### src/design/wis_mult.sv
`default_nettype none

// Shift-and-add multiplier: one bit of the multiplier operand per cycle,
// most significant bit first. The product holds after done until the next start.
module wis_mult #(
    parameter int A_W = 32,
    parameter int B_W = 26
) (
    input  wire logic               clk,
    input  wire logic               rst_n,
    input  wire logic               start,
    input  wire logic [A_W-1:0]     a,
    input  wire logic [B_W-1:0]     b,
    output logic                    done,
    output logic [A_W+B_W-1:0]      product
);

    localparam int P_W   = A_W + B_W;
    localparam int CNT_W = $clog2(A_W + 1);

    logic [CNT_W-1:0] count_reg, count_next;
    logic [A_W-1:0]   a_reg, a_next;
    logic [B_W-1:0]   b_reg, b_next;
    logic [P_W-1:0]   prod_reg, prod_next;
    logic             done_reg, done_next;
    logic [P_W-1:0]   addend;

    // Add the multiplicand to the shifted partial product when the current operand bit is set.
    assign addend = a_reg[A_W-1] ? P_W'(b_reg) : '0;

    always_comb
    begin
        count_next = count_reg;
        a_next     = a_reg;
        b_next     = b_reg;
        prod_next  = prod_reg;
        done_next  = 1'b0;
        if (start)
        begin
            count_next = CNT_W'(A_W);
            a_next     = a;
            b_next     = b;
            prod_next  = '0;
        end
        else if (count_reg != '0)
        begin
            prod_next  = (prod_reg << 1) + addend;
            a_next     = a_reg << 1;
            count_next = count_reg - CNT_W'(1);
            done_next  = (count_reg == CNT_W'(1));
        end
    end

    // Control state.
    always_ff @(posedge clk or negedge rst_n)
    begin
        if (!rst_n)
        begin
            count_reg <= '0;
            done_reg  <= 1'b0;
        end
        else
        begin
            count_reg <= count_next;
            done_reg  <= done_next;
        end
    end

    // Operand and accumulator registers.
    always_ff @(posedge clk)
    begin
        a_reg    <= a_next;
        b_reg    <= b_next;
        prod_reg <= prod_next;
    end

    assign done    = done_reg;
    assign product = prod_reg;

endmodule

`default_nettype wire
### config.mk
export PLATFORM = sky130hd
export DESIGN_NAME = wis_mult
export DESIGN_NICKNAME = d
export VERILOG_FILES = /design/src/design/wis_mult.sv
export SDC_FILE = /design/constraint.sdc
export NUM_CORES = 1
export LEC_CHECK = 0
export BUFFER_PORTS_ARGS = -buffer_cell sky130_fd_sc_hd__buf_4
export CORE_MARGIN = 2
export CORE_UTILIZATION = 45
export CTS_CLUSTER_SIZE = 16
export DETAILED_ROUTE_END_ITERATION = 16
export HOLD_SLACK_MARGIN = 0.02
export PLACE_DENSITY = 0.77
export SLEW_MARGIN = 20
export SYNTH_ARGS = -nofsm -noshare
export SYNTH_HDL_FRONTEND = slang
export SYNTH_SLANG_ARGS = --single-unit
### constraint.sdc
create_clock -name clk -period 3.7 [get_ports clk]
set_input_delay 0.925 -clock clk [delete_from_list [all_inputs] [get_ports clk]]
set_output_delay 0.925 -clock clk [all_outputs]
set_load 0.1 [all_outputs]
==> summary.md, run 1 <==
| Metric | Value |
|---|---|
| Leakage | between 3 and 4 nW |
| Final period util | 87.9% |
| Max incr delay on CP | 0.46 ns |
| Metal3 WL | 793 µm |
| TNS Setup | 0 ns |
| Status | complete, no violations |
| CP Data Required Time | approximately 4 ns |
| Final #Nets | around 820 |
| Core footprint | 13900 µm² |
| Relative slew margins | roughly 45% |
| Prevailing post-synth register cell | edfxtp_1 |
| Fmax | approximately 300 MHz |
| Root Driver | clkbuf_16 |
| Worst path bufs/invs | 1 |
| Async set-reset flop share out of synthesis | about 5.7% |
| Clk_lat worst skew | roughly 0.42 ns |
| Final Skew | between 0.01 and 0.015 ns |
| RR Startpoint | a_reg[31] |
| Grt ovf | 0 |
| First-pass GRT wire length | 24400 µm |
| Max-cap violations | 0 |
| DR pass1 iterations | 5 |
| Sw Share | between 40% and 50% |
| PwrDens | between 700 and 800 nW/µm² |
| Clock Pin Slew Worst Setup and Hold Paths | about 0.060 ns |
| ANT nets after route | 0 |
| Number of global-route vias before repair | about 4900 |
| Switch Pwr | between 2 and 3 mW |
| Hold Fails Final Rpt | 0 |
| Yosys reg bits | between 100 and 150 |
| Critical Path Start | a_reg[31] |
| Highest Signal Layer | met4 |
| Clock share of power | a little over a quarter |
| H-tree depth | 4 |
| Port bufs | about 120 |
| Vias | a little over 5000 |
| Rows | 43 |
| Setup crit end kind | flop |
| CP max stage cell | nor4_1 |
| Drt drc | 0 |
| Flop pwr share | about a third |
| Arrival time of the worst setup path | roughly 3.6 ns |
| Final setup viols | 0 |
| Max reg flops | 58 |
| DIE AREA | approximately 15000 µm² |
| Tightest Hold Check Type | in2async |
| Clk sinks | around 120 |
| Dpl ws | 0.473 ns |
| R2r worst-path depth | 11 |
| CTS tree | done |
| Boundary Pins | between 100 and 150 |
| Vias/cell | 5.52 |
| Setup crit start kind | flop |
| CP Max Fanout | 23 |
| Synthesized area | between 6000 and 7000 µm² |
| First DRT Iteration DRCs | roughly 330 |
| Crit-path cells | buf_4 > and2_1 > ha_1 > o21a_1 > o211ai_1 > a22o_1 > o31ai_4 > a41oi_4 > nor4_1 > a32oi_1 > o21ai_0 |
| Slew Limit Fails | 0 |
| Slew @ Worst Pin | 0.828 ns |
| RSZ-0062 raised after global routing | false |
| CP Class | reg2reg |
| CTS Hold Buffers Added | 0 |
| Dpl hpwl | 10600 µm |
| Die Span X | around 120 µm |
| Post-synth cell types | 66 |
| Setup Buffers After CTS | 0 |
| RD Place Congestion | around 0.9 |
| Syn Nets | around 710 |
| Pint | approximately 3.5 mW |
| Max clock buf depth | 2 |
| Synth Instances | 618 |
| Fillers | ~1200 |
| Initial antenna violation count | 1 |
| Sequential area share after synthesis | between 40 and 50% |
| Worst vdd ir | around 0.00051 V |
| Die height | ~120 µm |
| Comb power frac | just over 40% |
| Tot Pwr | ~6.1 mW |
| Routed len/inst | 16.4 µm |
| Ratio of cells with drive above 1 in the final layout | a little over a quarter |
| Synth Warn # | 0 |
| Crit path max-delay family | compound AO/OA/AOI/OAI gates |
| WL met1 | ~6500 µm |
| Resize count post-CTS | 0 |
| Initial core utilization | 46.2% |
| Pin count of the biggest net entering global routing | 60 |
| Number of enable flip-flop cells after synthesis | 58 |
| Worst setup margin | between 0.4 and 0.5 ns |
| Cts bufs inserted | 17 |
| Layout area overhead | 24.7% |
| Total GRT Usage | about a fifth |
| Syn Area/Cell | about 10 µm² |
| Crit path depth | 11 |
| Post-route minimum period | about 3.3 ns |
| Routed wire length | 15200 µm |
| WL met2 | 7500 µm |
-- cell usage in the layout (no fill, tap or decap), types with 3 or more instances in the layout --
cell / count
ha_1: 27
and3_1: 6
nand3_1: 11
inv_1: 11
nand2b_1: 3
nand4_1: 13
a21oi_2: 3
nor2_1: 17
clkbuf_16: 17
dfxtp_1: 58
and2_1: 31
nor3_1: 15
o21a_1: 5
a22o_1: 7
a21oi_1: 34
clkinv_1: 3
xnor2_1: 37
o22ai_1: 5
mux2_2: 31
clkbuf_1: 5
a31oi_1: 5
bufinv_16: 3
o211ai_1: 3
clkinv_2: 3
xor2_1: 14
nand2_1: 75
dfrtp_1: 7
a211oi_1: 3
buf_4: 126
o21ai_1: 15
or3_1: 4
o21ai_0: 42
edfxtp_1: 58
a21o_1: 9
-- final cells by class --
type | instances | area, µm² | area share [%]
antenna | 1 | 2.50 | 0.0312
clock buffer | 22 | 444 | 5.53
clock inverter | 10 | 125 | 1.56
inverter | 11 | 41.3 | 0.514
multi-input combinational | 454 | 3170 | 39.5
sequential | 123 | 3080 | 38.3
tap | 180 | 225 | 2.80
timing repair buffer | 126 | 946 | 11.8
-- final timing paths --
path	to	slack, ns
max in group asynchronous	count_reg[2]	3.27
max	product[57]	0.45
min in group clk	product[42]	0.48
min	done	0.31
max reg2reg	product[57]	0.45
min reg2reg	product[42]	0.48
-- power groups by stage --
stage / Combinational (mW) / Sequential [mW] / Clock (mW)
floorplan: 1.05 / 2.86 / 0
global placement: 2.45 / 1.95 / 0
detailed placement: 2.51 / 1.96 / 0
CTS: 2.52 / 1.94 / 1.64
global route: 2.69 / 1.97 / 1.71
finish: 2.53 / 1.94 / 1.62
-- layer usage --
layer / vias to the layer above / track usage (%)
met5: - / 0
met4: 0 / 9.66
met3: 25 / 4.40
met2: 162 / 33.6
met1: 2458 / 26.3
li1: 2473 / -
-- metrics by stage --
stage	utilization, %	cells	hold WS (ns)	instance area, µm²
4_1_cts	57.6	926	0.297	8030
2_1_floorplan	-	618	0.471	6440
3_5_place_dp	53.5	894	0.475	7460
6_report	57.6	927	0.307	8030
5_1_grt	57.6	927	0.306	8030
3_3_place_gp	53.5	894	0.475	7460
-- Yosys cell counts, drive strengths merged (3+ instances only) --
cell | number | area share [%]
clkbuf | 18 | 1.1
a31oi | 5 | 0.49
xnor2 | 37 | 5.0
o21ai | 57 | 4.4
inv | 11 | 0.64
dfxtp | 58 | 18
nand2b | 3 | 0.29
mux2 | 31 | 5.4
or3 | 4 | 0.39
nand2 | 76 | 4.5
a21o | 9 | 1.0
and2 | 32 | 3.1
a22o | 7 | 0.95
buf | 11 | 1.2
a211oi | 5 | 0.74
nand4 | 13 | 1.3
nor3 | 15 | 1.2
o211ai | 4 | 0.68
nor2 | 17 | 0.99
ha | 27 | 5.2
dfrtp | 7 | 2.7
o21a | 5 | 0.58
nor4b | 3 | 0.87
edfxtp | 58 | 27
nor4 | 3 | 0.39
nand3 | 11 | 0.85
xor2 | 14 | 1.9
o22ai | 5 | 0.49
and3 | 7 | 0.68
a21oi | 37 | 3.0
-- kinds of logic (layout without fill, tap and decap cells) --
kind of cell	after synthesis	in the layout	synth area share, %
xor+xnor	51	51	6.94
other cells	0	1	0
buf+inv	41	169	3.05
mux	32	32	5.58
fa+ha+maj	28	28	5.56
flops	123	123	47.8
compound gates	152	152	15.8
simple gates	191	191	15.3
(Power assumes the default switching activity.)
==> inputs of run 2 (changes only) <==
--- a/config.mk
+++ b/config.mk
@@ -11,7 +11,7 @@
 export CTS_CLUSTER_SIZE = 16
 export DETAILED_ROUTE_END_ITERATION = 16
 export HOLD_SLACK_MARGIN = 0.02
-export PLACE_DENSITY = 0.77
+export PLACE_DENSITY = 0.69
 export SLEW_MARGIN = 20
 export SYNTH_ARGS = -nofsm -noshare
 export SYNTH_HDL_FRONTEND = slang
==> run 2 against run 1 <==
Effect of this change:
- clock power up 6%
- final area is 0.69% higher
- maximum frequency fell by 1.8%
- sequential share of layout area is 0.26 points lower
- clock skew is 0.0020 ns lower
- routed wire length shrank 3.5%
- critical path depth unchanged
- highest routed layer unchanged
==> summary.md, run 2 (synthesis gave the netlist of run 1 again) <==
| Metric | Value |
|---|---|
| Status | complete, no violations |
| Drt drc | 0 |
| Cts bufs inserted | 17 |
| RR Startpoint | a_reg[31] |
| Post-route minimum period | between 3 and 4 ns |
| ANT nets after route | 0 |
| Clk_lat worst skew | about 0.42 ns |
| Slew @ Worst Pin | between 0.6 and 0.7 ns |
| PwrDens | 763 nW/µm² |
| CP Max Fanout | 21 |
| Slew Limit Fails | 0 |
| Setup Buffers After CTS | 0 |
| Resize count post-CTS | 0 |
| CP Data Required Time | between 4 and 5 ns |
| Rows | 43 |
| DP Cell Count | about 890 |
| Reg-to-Reg End | product[57] |
| Non-Filler Instances | between 900 and 1000 |
| WHS | around 0.31 ns |
| CTS Hold Buffers Added | 0 |
| Final setup viols | 0 |
| Clk sinks | 123 |
| Total GRT Usage | 19.9% |
| Max reg flops | just under 60 |
| RD Place Congestion | between 0.9 and 1 |
| Vias/cell | 5.50 |
| DIE AREA | ~15000 µm² |
| Vias | 5094 |
| Setup crit start kind | flop |
| R2r worst-path depth | 11 |
| Port bufs | about 120 |
| Worst R2R Setup Slack | 0.39 ns |
| Clock Pin Slew Worst Setup and Hold Paths | 0.06 ns |
| Storage cell area | between 3000 and 4000 µm² |
| Die Span X | about 120 µm |
| Final #Nets | between 800 and 900 |
| Dpl hpwl | between 10000 and 15000 µm |
| Commonest cells after routing, fill and taps aside | 125 x buf_4, 75 x nand2_1, 58 x edfxtp_1, 58 x dfxtp_1, 42 x o21ai_0 |
| DR pass1 iterations | 4 |
| Tightest Hold Check Type | in2async |
| Fmax | between 300 and 400 MHz |
| H-tree depth | 4 |
| Core footprint | between 10000 and 15000 µm² |
| Relative slew margins | a little under three fifths |
| Initial core utilization | a little under half |
| CTS tree | done |
| CP Class | reg2reg |
| Initial antenna violation count | 0 |
| Area of the multi-input gates | ~3200 µm² |
| Final period util | between 80% and 90% |
| TNS Setup | 0 ns |
| Ratio of cells with drive above 1 in the final layout | 27.2% |
| Fillers | approximately 1100 |
| Max-cap violations | 0 |
| Setup crit end kind | flop |
| Die height | approximately 120 µm |
| Hold Fails Final Rpt | 0 |
| Arrival time of the worst setup path | between 3 and 4 ns |
| Root Driver | clkbuf_16 |
| RSZ-0062 raised after global routing | false |
| Routed len/inst | between 15 and 20 µm |
| Tot Pwr | a little over 6 mW |
| Final Skew | between 0.01 and 0.015 ns |
| Routed wire length | around 15000 µm |
| First DRT Iteration DRCs | 472 |
| Layout area overhead | 25.6% |
| Pin count of the biggest net entering global routing | 57 |
| Boundary Pins | between 100 and 150 |
| Number of global-route vias before repair | around 4800 |
| Leakage | about 3.2 nW |
| First-pass GRT wire length | between 20000 and 25000 µm |
| Worst setup margin | about 0.39 ns |
| Most common cell after layout, fill and taps aside | buf_4 |
| Dpl ws | approximately 0.46 ns |
| Worst vdd ir | around 0.00054 V |
| Grt ovf | 0 |
| Max clock buf depth | 2 |
-- run 2: worst max-delay path by stage --
stage,startpoint,endpoint,slack [ns]
floorplan,product[0],product[57],0.54
finish,a_reg[31],product[57],0.39
CTS,a_reg[31],product[57],0.45
global route,a_reg[31],product[57],0.16
global placement,a_reg[31],product[55],0.59
detailed placement,a_reg[31],product[57],0.46
-- run 2: cell type report --
type | instances | share of cell area, %
Clock inverter | 14 | 2.18
Multi-Input combinational cell | 454 | 39.1
Inverter | 11 | 0.511
Clock buffer | 18 | 5.43
Antenna cell | 1 | 0.0309
Sequential cell | 123 | 38.1
Timing Repair Buffer | 126 | 11.9
Tap cell | 180 | 2.79
-- run 2: worst max-delay path, cell delays in order (launching register included) --
cell,delay [ns]
edfxtp_1,0.43
buf_4,0.23
and2_1,0.17
ha_1,0.42
a21oi_2,0.10
and2_0,0.15
a22o_1,0.25
o31ai_4,0.41
a41oi_4,0.31
nor4_1,0.49
a32oi_1,0.17
o21ai_0,0.10
-- run 2: where the power goes --
part | switching (mW) | total (mW) | internal (mW)
Combinational | 1.79 | 2.51 | 0.724
Sequential | 0.213 | 1.93 | 1.72
Clock | 0.591 | 1.72 | 1.13
-- run 2: metrics by stage --
step | util, % | cell area, µm²
2_1_floorplan | - | 6440
3_3_place_gp | 53.6 | 7470
3_5_place_dp | 53.6 | 7470
4_1_cts | 58.0 | 8080
5_1_grt | 58.0 | 8080
6_report | 58.0 | 8090
-- run 2: per-layer routing --
metal	track usage, %	wire length, µm
met5	0	0
met3	5.22	867
met4	6.68	181
met1	26.1	6540
met2	32.1	7100
==> inputs of run 3 (changes only) <==
--- a/config.mk
+++ b/config.mk
@@ -11,7 +11,7 @@
 export CTS_CLUSTER_SIZE = 16
 export DETAILED_ROUTE_END_ITERATION = 16
 export HOLD_SLACK_MARGIN = 0.02
-export PLACE_DENSITY = 0.69
+export PLACE_DENSITY = 0.78
 export SLEW_MARGIN = 20
 export SYNTH_ARGS = -nofsm -noshare
 export SYNTH_HDL_FRONTEND = slang
==> run 3 against run 2 <==
Effect of this change:
- die area stayed put
- non-clock buffer count is 2 higher
- total power is 3.1% lower
- final cell count is 0.11% higher
- routed wire length is 2.2% higher
- worst setup slack better by 0.037 ns
- count of clock-buffer cells in the layout is 1 higher
- combinational power hardly changed
- critical path type unchanged
- critical endpoint unchanged
- clock skew is 0.0015 ns lower
- largest power group unchanged
- first-iteration DRC count is 23% lower
- worst hold slack better by 0.0030 ns
==> summary.md, run 3 (synthesis gave the netlist of run 1 again) <==
| Metric | Value |
|---|---|
| Core footprint | approximately 14000 µm² |
| Fillers | between 1000 and 1500 |
| Die Span X | around 120 µm |
| DIE AREA | between 15000 and 20000 µm² |
| Status | complete, no violations |
| Clk_lat worst skew | between 0.4 and 0.5 ns |
| Routed len/inst | 16.2 µm |
| Number of global-route vias before repair | 4927 |
| Setup crit start kind | flop |
| Grt ovf | 0 |
| CTS tree | done |
| DR pass1 iterations | 5 |
| Root Driver | clkbuf_16 |
| RSZ-0062 raised after global routing | false |
| Routed wire length | between 15000 and 20000 µm |
| First DRT Iteration DRCs | around 360 |
| Initial core utilization | between 40% and 50% |
| Reg-to-Reg End | product[57] |
| Slew @ Worst Pin | 0.747 ns |
| Pint | between 3 and 4 mW |
| Port bufs | around 120 |
| Commonest cells after routing, fill and taps aside | 128 x buf_4, 75 x nand2_1, 58 x edfxtp_1, 58 x dfxtp_1, 42 x o21ai_0 |
| Post-route minimum period | roughly 3.3 ns |
| Worst R2R Setup Slack | about 0.42 ns |
| Switch Pwr | roughly 2.6 mW |
| Flop pwr share | approximately 32% |
| Arrival time of the worst setup path | around 3.6 ns |
| Antenna Cells | 0 |
| CP Data Required Time | between 4 and 5 ns |
| Area of the multi-input gates | 3170 µm² |
| RD Place Congestion | about 0.89 |
| Die height | approximately 120 µm |
| Dpl hpwl | roughly 11000 µm |
| Clock Pin Slew Worst Setup and Hold Paths | approximately 0.06 ns |
| H-tree depth | 4 |
| Setup crit end kind | flop |
| Drt drc | 0 |
| Initial antenna violation count | 0 |
| Layout area overhead | 24.4% |
| PwrDens | 746 nW/µm² |
| CP Max Fanout | 23 |
| Slew Limit Fails | 0 |
| R2r worst-path depth | 11 |
| Vias | between 5000 and 6000 |
| Setup Buffers After CTS | 0 |
| Leakage | 3.15 nW |
| Total GRT Usage | 20.0% |
| CP Class | reg2reg |
| Resize count post-CTS | 0 |
| Ratio of cells with drive above 1 in the final layout | a little over a quarter |
| Cts bufs inserted | 17 |
| Clk sinks | around 120 |
| Fmax | around 300 MHz |
| Comb power frac | between 40 and 50% |
| CTS Hold Buffers Added | 0 |
| Tightest Hold Check Type | in2async |
| Pin count of the biggest net entering global routing | 57 |
| Clock share of power | ~25% |
| Hold Fails Final Rpt | 0 |
| Tot Pwr | 5.98 mW |
| Boundary Pins | between 100 and 150 |
| Most common cell after layout, fill and taps aside | buf_4 |
| Rows | 43 |
| Max reg flops | 58 |
| Final setup viols | 0 |
| Final period util | between 80 and 90% |
| Relative slew margins | 50.2% |
| Sw Share | between 40% and 50% |
| ANT nets after route | 0 |
| Max-cap violations | 0 |
| Worst vdd ir | between 0.0005 and 0.0006 V |
| RR Startpoint | a_reg[31] |
| First-pass GRT wire length | roughly 24000 µm |
| Vias/cell | ~5.5 |
| Max clock buf depth | 2 |
| Final Skew | about 0.0087 ns |
| Storage cell area | ~3100 µm² |
| TNS Setup | 0 ns |
| Final #Nets | a little over 800 |
-- run 3: cell count changes in the layout (fill, tap and decap cells not counted) --
cell        change
buf_4           +3
clkbuf_8        -1
buf_12          -1
clkinv_1        -1
clkinv_2        +1
a21oi_1         -1
inv_6           +1
clkinv_4        -1
clkbuf_1        +2
clkinvlp_4      +2
diode_2         -1
bufinv_16       -3
a21oi_2         +1
-- run 3: layout make-up --
type,instances,share of cell area (%)
repair buffers,128,12.0
inverters,11,0.515
clock inverters,13,1.28
clock buffers,19,5.40
well taps,180,2.81
multi-input cells,454,39.6
flip-flops and latches,123,38.4
-- run 3: power by group through the flow --
stage	logic (mW)	registers, mW	clock network, mW
after global routing	2.68	1.97	1.59
final	2.53	1.93	1.51
after CTS	2.52	1.94	1.54
after global placement	2.44	1.95	0
after detailed placement	2.51	1.96	0
after floorplan	1.05	2.86	0
-- run 3: critical path: stages (launching register included) --
cell      delay [ns]
edfxtp_1        0.42
buf_4           0.23
and2_1          0.16
ha_1            0.43
a21oi_2         0.12
and2_0          0.17
a22o_1          0.25
o31ai_4         0.40
a41oi_4         0.30
nor4_1          0.45
a32oi_1         0.17
o21ai_0         0.11
-- run 3: metrics by stage --
stage | setup slack, ns | utilization, % | instance area [µm²] | cells | hold slack [ns]
final | 0.423 | 57.5 | 8010 | 928 | 0.317
after global routing | 0.217 | 57.5 | 8010 | 928 | 0.307
after CTS | 0.449 | 57.5 | 8010 | 928 | 0.301
after detailed placement | 0.464 | 53.6 | 7470 | 896 | 0.484
after global placement | 0.635 | 53.6 | 7470 | 896 | 0.469
after floorplan | 0.545 | - | 6440 | 618 | 0.471
-- run 3: worst max-delay path by stage --
stage,start,to,slack [ns],cells past startpoint
detailed placement,a_reg[31],product[57],0.46,11
global placement,a_reg[31],product[57],0.63,11
CTS,a_reg[31],product[57],0.45,11
global route,a_reg[31],product[57],0.22,11
finish,a_reg[31],product[57],0.42,11
floorplan,product[0],product[57],0.54,10
-- run 3: layer usage --
metal  part of all wire [%]  vias to the layer above  GRT usage [%]
met3                    5.5                       35           5.22
met5                      0                        -              0
met1                     42                     2436           24.6
met4                    3.0                        0           8.81
li1                       -                     2478              -
met2                     49                      169           33.1
